$ cat src/sv/assert_macros.svh
// assertion macros used by the top level rtl file of the ordered map
// expects clk and arst_n in the scope of each use
`ifndef ASSERT_MACROS_SVH
`define ASSERT_MACROS_SVH

// plain invariant, checked at every rising clock edge out of reset
`define WAVL_ASSERT(lbl, cond, msg) \
	lbl: assert property (@(posedge clk) disable iff (!arst_n) (cond)) else $error(msg);

// one condition implies another in the next cycle
`define WAVL_ASSERT_NEXT(lbl, ante, cons, msg) \
	lbl: assert property (@(posedge clk) disable iff (!arst_n) (ante) |=> (cons)) \
		else $error(msg);

`endif

$ cat src/sv/wavl_node_ram.sv
// node store: one write port, one read port, registered read data
// no dependencies
module wavl_node_ram #(
	parameter int W     = 8,
	parameter int DEPTH = 16,
	parameter int AW    = 4
) (
	input  logic          clk,
	input  logic          we,
	input  logic [AW-1:0] waddr,
	input  logic [W-1:0]  wdata,
	input  logic [AW-1:0] raddr,
	output logic [W-1:0]  rdata
);

	logic [W-1:0] mem [DEPTH];

	always_ff @(posedge clk) begin
		if (we) begin
			mem[waddr] <= wdata;
		end
		rdata <= mem[raddr];
	end

endmodule

$ cat config.mk
export PLATFORM = sky130hd
export DESIGN_NAME = wavl_node_ram
export DESIGN_NICKNAME = d
export VERILOG_FILES = /design/src/sv/assert_macros.svh /design/src/sv/wavl_node_ram.sv
export SDC_FILE = /design/constraint.sdc
export NUM_CORES = 1
export LEC_CHECK = 0
export ABC_AREA = 1
export ABC_CLOCK_PERIOD_IN_PS = 1240
export BUFFER_PORTS_ARGS = -buffer_cell sky130_fd_sc_hd__buf_2
export CAP_MARGIN = 20
export CORE_MARGIN = 2
export CORE_UTILIZATION = 55
export DETAILED_ROUTE_END_ITERATION = 7
export HOLD_SLACK_MARGIN = 0.12
export PLACE_DENSITY = 0.85
export SLEW_MARGIN = 30
export SYNTH_ARGS = -nofsm -noshare
export SYNTH_HDL_FRONTEND = slang
export SYNTH_SLANG_ARGS = --single-unit
$ cat constraint.sdc
create_clock -name clk -period 1.24 [get_ports clk]
set_clock_uncertainty 0.05 [all_clocks]
set_input_delay 0.248 -clock clk [delete_from_list [all_inputs] [get_ports clk]]
set_output_delay 0.248 -clock clk [all_outputs]
set_load 0.05 [all_outputs]
==> flow_metrics.tcl, run 1 <==
set metrics [dict create \
    worstSetupStartpointType "register" \
    h-tree-depth 4 \
    ir_worst_vdd_mv 0.9475 \
    clk_path_buf_depth 2 \
    cpMaxStageDelayCell "dfxtp_2" \
    initial_core_util 0.5637 \
    die_y_um 106.4 \
    pin_count 26 \
    grt_pass1_wl_um 20880 \
    syn_area_um2 5767 \
    overflow 0 \
    ys.warnings.count 0 \
    maxCapViolCount 0 \
    yosysUniqueCellTypes 12 \
    area_growth_syn_to_layout_pct 20.05 \
    port_buffers 25 \
    postRouteAntennaNets 0 \
    die_w_um 106.4 \
    rr_endpoint "rdata[6]" \
    power_density_nw_per_um2 1581 \
    insertedDiodeCount 0 \
    r2r-start "mem[7][6]" \
    power_mw 10.94 \
    r2r_setup_slack_ns 0.12 \
    rows 37 \
    fin_ws_ns -0.08190 \
    num-nets-final 624 \
    syn_nets 569 \
    yosysTopAreaCellShare 0.6665 \
    core-area_um2 10230 \
    root_buffer "clkbuf_8" \
    slew_headroom 0.7465 \
    grt_pass1_vias 3957 \
    drt_first_pass_iters 6 \
    slew_viol_final 0 \
    yosysTopAreaCell "edfxtp_1" \
    drt-initial-drc-count 634 \
    hold_violations 0 \
    avgSynthCellArea_um2 10.47 \
    tns_ns -0.4897 \
    clock_latency_ns 0.52 \
    fmaxAchievable_ghz 0.7565 \
    min_path_cells 1 \
    slowest_delay_ns 0.35 \
    synth-seq-area-share 0.6943 \
    die-area_um2 11320 \
    drc_errors 0 \
    worstPathArrival_ns 1.02 \
    worst_r2r_path_depth 6 \
    grt_usage 0.2485 \
    grt_start_max_net_pins 65 \
    period_share 1.066 \
    clock_sinks 136 \
    end_kind "output pin" \
    vias 4147 \
    ys_top_cells_by_area "edfxtp_1 (67%), nand2_1 (11%), nand3_1 (8.4%), inv_1 (6.5%), dfxtp_1 (2.8%)" \
    hold_ws_ns 0.1274 \
    path_cells "buf_8" \
    antenna_found_initial 0 \
    grt_setup_unrepaired "yes" \
    ys_ff_latch 136 \
    cts_setup_buffers 0 \
    hold_path.class "in2reg" \
    worst_pin_slew_ns 0.3803 \
    dpl.hpwl_um 7657 \
    path_delay_family "flip-flops" \
    numCtsBuffers 17 \
    place_congestion 0.9025 \
    status "complete, but fails checks" \
    path_max_fanout 1 \
    routedWlPerCell_um 17.54 \
    layout-drive-gt1-share 0.1502 \
    syn_inst 551 \
    path_clk_slew_ns 0.06 \
    crit_buf_inv 1 \
    cts_tree "done" \
    worstHoldEndpoint "mem[1][1]" \
    routed_wl_um 13240 \
    p_leak_nw 3.010 \
    required_ns 0.94 \
    worstSetupPathType "reg2out" \
    via_per_inst 5.493 \
    min_period_ns 1.322 \
    finalSetupViolCount 8 \
    fill_cells 639 \
    violations "negative setup slack" \
    min_from "wdata[1]" \
    fin_util 0.6767 \
]
==> cells in the final DEF (no fill, tap or decap) <==
cell / Yosys / final
buf_8: 0 / 7
buf_2: 13 / 17
inv_1: 100 / 100
dlygate4sd3_1: 0 / 9
buf_12: 0 / 5
clkinv_4: 0 / 1
clkinv_2: 0 / 1
clkinvlp_4: 0 / 5
edfxtp_1: 128 / 128
nand3b_1: 2 / 2
clkbuf_16: 0 / 16
buf_6: 6 / 1
dfxtp_2: 0 / 8
clkbuf_1: 0 / 2
buf_4: 4 / 21
nor2_1: 17 / 17
nand3_2: 0 / 2
inv_6: 0 / 1
bufinv_16: 0 / 2
nand3_1: 97 / 95
inv_2: 2 / 2
clkbuf_8: 0 / 4
nand2_1: 173 / 173
==> flip-flops by register name, summed over array words and instances (netlist names) <==
| name | count |
|---|---|
| rdata | 8 |
| mem | 128 |
==> report_power, final <==
| part | leakage [nW] | total (mW) | switching (mW) | internal [mW] |
|---|---|---|---|---|
| logic | 1.52 | 0.861 | 0.573 | 0.287 |
| registers | 1.22 | 5.19 | 0.0442 | 5.15 |
| clock network | 0.270 | 4.89 | 1.87 | 3.03 |
| total | 3.01 | 10.9 | 2.48 | 8.46 |
==> synthesized netlist by cell type <==
cell / number
buf_4: 4
edfxtp_1: 128
buf_6: 6
inv_1: 100
buf_2: 13
nand2_1: 173
inv_2: 2
nand3_1: 97
buf_1: 1
nand3b_1: 2
nor2_1: 17
dfxtp_1: 8
==> cell type report <==
class	instances	area, um^2	share of cell area
Clock inverter	10	120.1	0.01735
Timing Repair Buffer	60	549.3	0.07934
Clock buffer	22	462.9	0.06687
Sequential cell	136	4014	0.5798
Tap cell	136	170.2	0.02458
Multi-Input combinational cell	289	1224	0.1768
Inverter	102	382.9	0.05530
==> worst max-delay path by stage <==
stage	endpoint	from	slack, ns	cells after the start
5_1_grt	rdata[6]	rdata[6]	-0.11	1
3_5_place_dp	rdata[4]	raddr[0]	-0.12	8
4_1_cts	rdata[2]	rdata[2]	-0.08	1
2_1_floorplan	mem[4][0]	waddr[3]	-0.009	2
6_report	rdata[6]	rdata[6]	-0.08	1
3_3_place_gp	rdata[4]	raddr[0]	-0.09	8
==> routing by layer <==
layer | up-vias | part of all wire | GRT usage
met5 | - | 0 | 0
met1 | 1925 | 0.39 | 0.3181
met3 | 45 | 0.093 | 0.06193
li1 | 1883 | - | -
met4 | 0 | 0.037 | 0.1194
met2 | 294 | 0.48 | 0.3988
==> cell families after synthesis <==
| logic type | Yosys count | share of synthesized area |
|---|---|---|
| simple gates | 289 | 0.2105 |
| flops | 136 | 0.6943 |
| buf+inv | 126 | 0.09525 |
==> what timing repair did <==
| action | CTS | global route |
|---|---|---|
| hold buffers | 9 | 0 |
| hold endpoints to repair | 120 | 0 |
| setup endpoints to repair | 8 | 10 |
| resized for setup | 29 | 4 |
==> metrics by stage <==
stage	area, um^2	instances	setup slack [ns]
floorplan	5767	551	-0.008845
global placement	6153	714	-0.09420
detailed placement	6153	714	-0.1213
CTS	6905	755	-0.08328
global route	6923	755	-0.1060
finish	6923	755	-0.08190
Note: power is estimated with default switching activity, not from simulation.
==> run 2: changes to the inputs <==
Settings changed: ABC_AREA 1 to not set, CORE_UTILIZATION 55 to 54, PLACE_DENSITY 0.85 to 0.84.
==> run 2 against run 1 <==
  * The run still ends with negative setup slack left
  * Critical path depth up 2
  * Sequential power about the same
  * Die area decreased by 8.7%
  * Critical endpoint is now rdata[4]
==> flow_metrics.tcl, run 2 <==
set metrics [dict create \
    maxCapViolCount 0 \
    num-nets-final 326 \
    ir_worst_vdd_mv 1.288 \
    hold_violations 0 \
    ys.flop_type "edfxtp_1" \
    synth-seq-area-share 0.7778 \
    violations "negative setup slack" \
    synth_compound_area_frac 0.02333 \
    grt_pass1_vias 2754 \
    h-tree-depth 4 \
    synthSimpleGateAreaFrac 0.03184 \
    period_share 1.104 \
    required_ns 1.58 \
    syn_nets 247 \
    postRouteAntennaNets 0 \
    synthMuxAreaShare 0.1502 \
    end_kind "register" \
    cp-startpoint "mem[2][4]" \
    numCtsBuffers 17 \
    die_w_um 101.6 \
    path_clk_slew_ns 0.06 \
    placed_area_um2 5766 \
    yosysTopAreaCellShare 0.7467 \
    seq_area_um2 4015 \
    via_per_inst 5.800 \
    status "complete, but fails checks" \
    synth_common_cells "edfxtp_1 (128), mux4_2 (18), a22oi_1 (16), mux4_1 (14), nor2_1 (13)" \
    overflow 0 \
    antenna_found_initial 0 \
    clk_path_buf_depth 2 \
    p_leak_nw 2.239 \
    slew_viol_final 0 \
    layout_commonest_cell "edfxtp_1" \
    clock_sinks 136 \
    cts_tree "done" \
    ys_ff_latch 136 \
    ys.warnings.count 0 \
    final_area_um2 6586 \
    area_growth_syn_to_layout_pct 27.95 \
    drt_first_pass_iters 4 \
    path_max_fanout 1 \
    root_buffer "clkbuf_8" \
    grt_usage 0.2273 \
    top_regs "mem x128, rdata x8" \
    yosysMostFrequentCell "edfxtp_1" \
    grt_start_max_net_pins 23 \
    finalSetupViolCount 16 \
    synth_edf_count 128 \
    crit_path_end "rdata[4]" \
    port_buffers 25 \
    clock_latency_ns 0.52 \
    final_cell_mix "edfxtp_1 (128), mux4_2 (32), buf_4 (27)" \
    place_ws_ns -0.6156 \
    slew_headroom 0.3862 \
    worst_r2r_path_depth 3 \
    vias 2604 \
    synth_top_family_by_area "multiplexers" \
    routed_wl_um 10470 \
    fmaxAchievable_ghz 0.7308 \
    hold_ws_ns 0.2872 \
    initial_core_util 0.5571 \
    worstSetupStartpointType "register" \
    power_density_nw_per_um2 1686 \
    rr_endpoint "rdata[4]" \
    min_period_ns 1.368 \
    worst_pin_slew_ns 0.9188 \
    fill_cells 532 \
    top_register "mem" \
    yosysUniqueCellTypes 19 \
    ys_top_cells_by_area "edfxtp_1 (75%), mux4_2 (7.9%), mux4_1 (7.1%), dfxtp_1 (3.1%), a22oi_1 (2.3%)" \
    r2r-start "mem[2][4]" \
    core-area_um2 9240 \
    synthAdderAreaFrac 0 \
    synth_xor_area_frac 0 \
    layout-drive-gt1-share 0.4844 \
    worstPathArrival_ns 1.71 \
    syn_inst 229 \
    async_reset_ff_frac 0 \
    multi_input_area_um2 1114 \
    largest_reg_flops 128 \
    drt-initial-drc-count 200 \
    drc_errors 0 \
    r2r_setup_slack_ns -0.13 \
    insertedDiodeCount 0 \
    place_congestion 0.7942 \
    syn_area_um2 5147 \
    die-area_um2 10330 \
    grt_pass1_wl_um 16040 \
    rows 35 \
    die_y_um 101.6 \
    fin_ws_ns -0.1284 \
    pin_count 26 \
    worstSetupPathType "reg2reg" \
    power_mw 11.11 \
    routedWlPerCell_um 23.32 \
    yosysTopAreaCell "edfxtp_1" \
    avgSynthCellArea_um2 22.48 \
    grt_setup_unrepaired "yes" \
    hold_path.class "in2reg" \
    dpl.hpwl_um 6610 \
]
run 2: kinds of logic (layout without fill, tap and decap cells):
family,after synthesis,in the layout
buffers and inverters,10,101
muxes,32,32
AOI/OAI and AO/OA,16,16
DFF,136,136
and+or+nand+nor,35,35
run 2: power breakdown:
part	switching (mW)	total, mW	internal (mW)
clock network	1.88	5.15	3.27
logic	0.416	0.761	0.345
registers	0.0461	5.19	5.15
run 2: final cells by class:
type	count	share of cell area
Clock buffer	17	0.06288
Clock inverter	14	0.03002
Multi-Input combinational cell	83	0.1691
Sequential cell	136	0.6096
Tap cell	129	0.02451
Timing Repair Buffer	70	0.1039
run 2: worst min-delay path by stage:
stage | slack, ns | from | depth (start not counted) | endpoint
5_1_grt | 0.27 | waddr[1] | 4 | mem[8][5]
4_1_cts | 0.26 | raddr[3] | 4 | rdata[7]
3_5_place_dp | 0.59 | wdata[4] | 1 | mem[12][4]
2_1_floorplan | 0.30 | wdata[0] | 0 | mem[0][0]
3_3_place_gp | 0.58 | wdata[2] | 1 | mem[4][2]
6_report | 0.29 | raddr[3] | 4 | rdata[7]
run 2: worst max-delay path: stages (launching register included):
cell and delay [ns]:
edfxtp_1 0.38, mux4_2 0.51, a22oi_2 0.19, nand2_1 0.10
run 2: layer usage:
layer / vias up / wire, um / track usage
met5: - / 0 / 0
met4: 0 / 78 / 0.06445
met3: 9 / 971 / 0.08627
met2: 131 / 5355 / 0.3578
met1: 1349 / 4063 / 0.3011
li1: 1115 / - / -
run 2: through the flow:
step           TNS (ns)  cells    util
3_3_place_gp     -24.63    410  0.6240
4_1_cts          -1.405    449  0.7110
6_report         -1.081    449  0.7128
5_1_grt          -1.738    449  0.7128
2_1_floorplan    -4.639    229       -
3_5_place_dp     -28.13    410  0.6240
run 2: what timing repair did:
item / CTS / global route
gates cloned: 0 / 0
resized for setup: 37 / 4
setup endpoints to repair: 16 / 16
pin swaps: 1 / 0
hold buffers: 8 / 0
buffers inserted: 0 / 0
hold endpoints to repair: 128 / 0
==> run 3: changes to the inputs <==
Settings changed: ABC_CLOCK_PERIOD_IN_PS 1240 to 1500, CORE_UTILIZATION 54 to 55, PLACE_DENSITY 0.84 to 0.83.
Clock period 1.24 ns to 1.5 ns, I/O delays scaled along.
==> run 3 against run 2 <==
  * The run now ends clean
  * Wire length shrank 1.5%
  * Combinational power shrank 31%
  * Global-route usage decreased by 0.24 points
  * Power down 19%
  * Cell count is 5.8% lower
  * Die area fell by 1.8%
  * Critical endpoint is now rdata[1]
==> flow_metrics.tcl, run 3 (synthesized netlist as in run 2, its figures left out) <==
set metrics [dict create \
    core-area_um2 9153 \
    placed_area_um2 5603 \
    slew_headroom 0.4788 \
    pin_count 26 \
    via_per_inst 6.073 \
    hold_ws_ns 0.1396 \
    largest_reg_flops 128 \
    routed_wl_um 10310 \
    die_w_um 100.7 \
    drt-initial-drc-count 376 \
    end_kind "output pin" \
    slew_viol_final 0 \
    path_clk_slew_ns 0.06 \
    slowest_delay_ns 0.33 \
    path_cells "buf_2" \
    vias 2569 \
    worstSetupPathType "reg2out" \
    power_density_nw_per_um2 1440 \
    root_buffer "clkbuf_8" \
    worst_r2r_path_depth 3 \
    min_period_ns 1.454 \
    initial_core_util 0.5624 \
    worstSetupStartpointType "register" \
    place_ws_ns -0.2987 \
    cts_setup_buffers 0 \
    grt_start_max_net_pins 21 \
    final_cells 423 \
    fin_ws_ns 0.04589 \
    finalSetupViolCount 0 \
    placedCellCount 385 \
    drc_errors 0 \
    port_buffers 25 \
    path_max_fanout 1 \
    grt_setup_unrepaired "no" \
    die-area_um2 10150 \
    final_area_um2 6282 \
    tns_ns 0 \
    routedWlPerCell_um 24.37 \
    final_cell_mix "edfxtp_1 (128), buf_4 (27), buf_2 (24)" \
    period_share 0.9694 \
    worst_pin_slew_ns 0.7802 \
    crit_buf_inv 1 \
    required_ns 1.15 \
    r2r_setup_slack_ns 0.07 \
    maxCapViolCount 0 \
    die_y_um 100.7 \
    top_regs "mem x128, rdata x8" \
    path_delay_family "flip-flops" \
    rows 35 \
    grt_pass1_vias 2645 \
    cts_tree "done" \
    h-tree-depth 4 \
    postRouteAntennaNets 0 \
    numCtsBuffers 17 \
    area_growth_syn_to_layout_pct 22.05 \
    ir_worst_vdd_mv 0.8816 \
    clk_path_buf_depth 2 \
    fin_util 0.6864 \
    power_mw 9.046 \
    dpl.hpwl_um 6289 \
    worstHoldEndpoint "mem[4][6]" \
    cpMaxStageDelayCell "dfxtp_1" \
    worstPathArrival_ns 1.10 \
    status "finished, final reports clean" \
    place_congestion 0.7293 \
    grt_pass1_wl_um 15650 \
    num-nets-final 317 \
    grt_usage 0.2249 \
    hold_violations 0 \
    p_leak_nw 2.189 \
    layout_commonest_cell "edfxtp_1" \
    fmaxAchievable_ghz 0.6877 \
    clock_latency_ns 0.52 \
    top_register "mem" \
    fill_cells 542 \
    hold_path.class "in2reg" \
    r2r-start "mem[5][0]" \
    insertedDiodeCount 0 \
    antenna_found_initial 0 \
    min_path_cells 1 \
    clock_sinks 136 \
    layout-drive-gt1-share 0.3494 \
    drt_first_pass_iters 4 \
    overflow 0 \
    min_from "wdata[6]" \
    rr_endpoint "rdata[0]" \
]
[run 3: worst max path at each step]
stage / from / end / slack, ns / depth (start not counted)
finish: rdata[1] / rdata[1] / 0.05 / 1
global route: rdata[1] / rdata[1] / 0.0001 / 1
CTS: rdata[1] / rdata[1] / 0.003 / 1
detailed placement: raddr[0] / rdata[5] / -0.30 / 5
global placement: raddr[0] / rdata[5] / -0.27 / 5
floorplan: waddr[2] / mem[3][0] / -0.12 / 2
[run 3: power breakdown]
group / switching, mW / total [mW] / internal [mW]
clock network: 1.60 / 4.25 / 2.65
registers: 0.0240 / 4.27 / 4.25
logic: 0.318 / 0.524 / 0.206
total: 1.94 / 9.05 / 7.11
[run 3: layout make-up]
cell class,instances,area (um^2),area share
sequential,136,4004,0.6373
tap,111,138.9,0.02211
multi-input combinational,83,1077,0.1715
clock inverter,12,166.4,0.02649
timing repair buffer,61,450.4,0.07170
clock buffer,20,445.4,0.07090
[run 3: timing repair]
item / in CTS / in global routing
setup endpoints to repair: 0 / 2
hold buffers: 6 / 0
endpoints found under the hold margin: 88 / 0
resized for setup: 0 / 2
[run 3: per-layer routing]
metal / share of wire / track usage / up-vias
li1: - / - / 1119
met1: 0.41 / 0.3072 / 1305
met2: 0.50 / 0.3544 / 131
met3: 0.071 / 0.06033 / 14
met4: 0.016 / 0.08114 / 0
met5: 0 / 0 / -
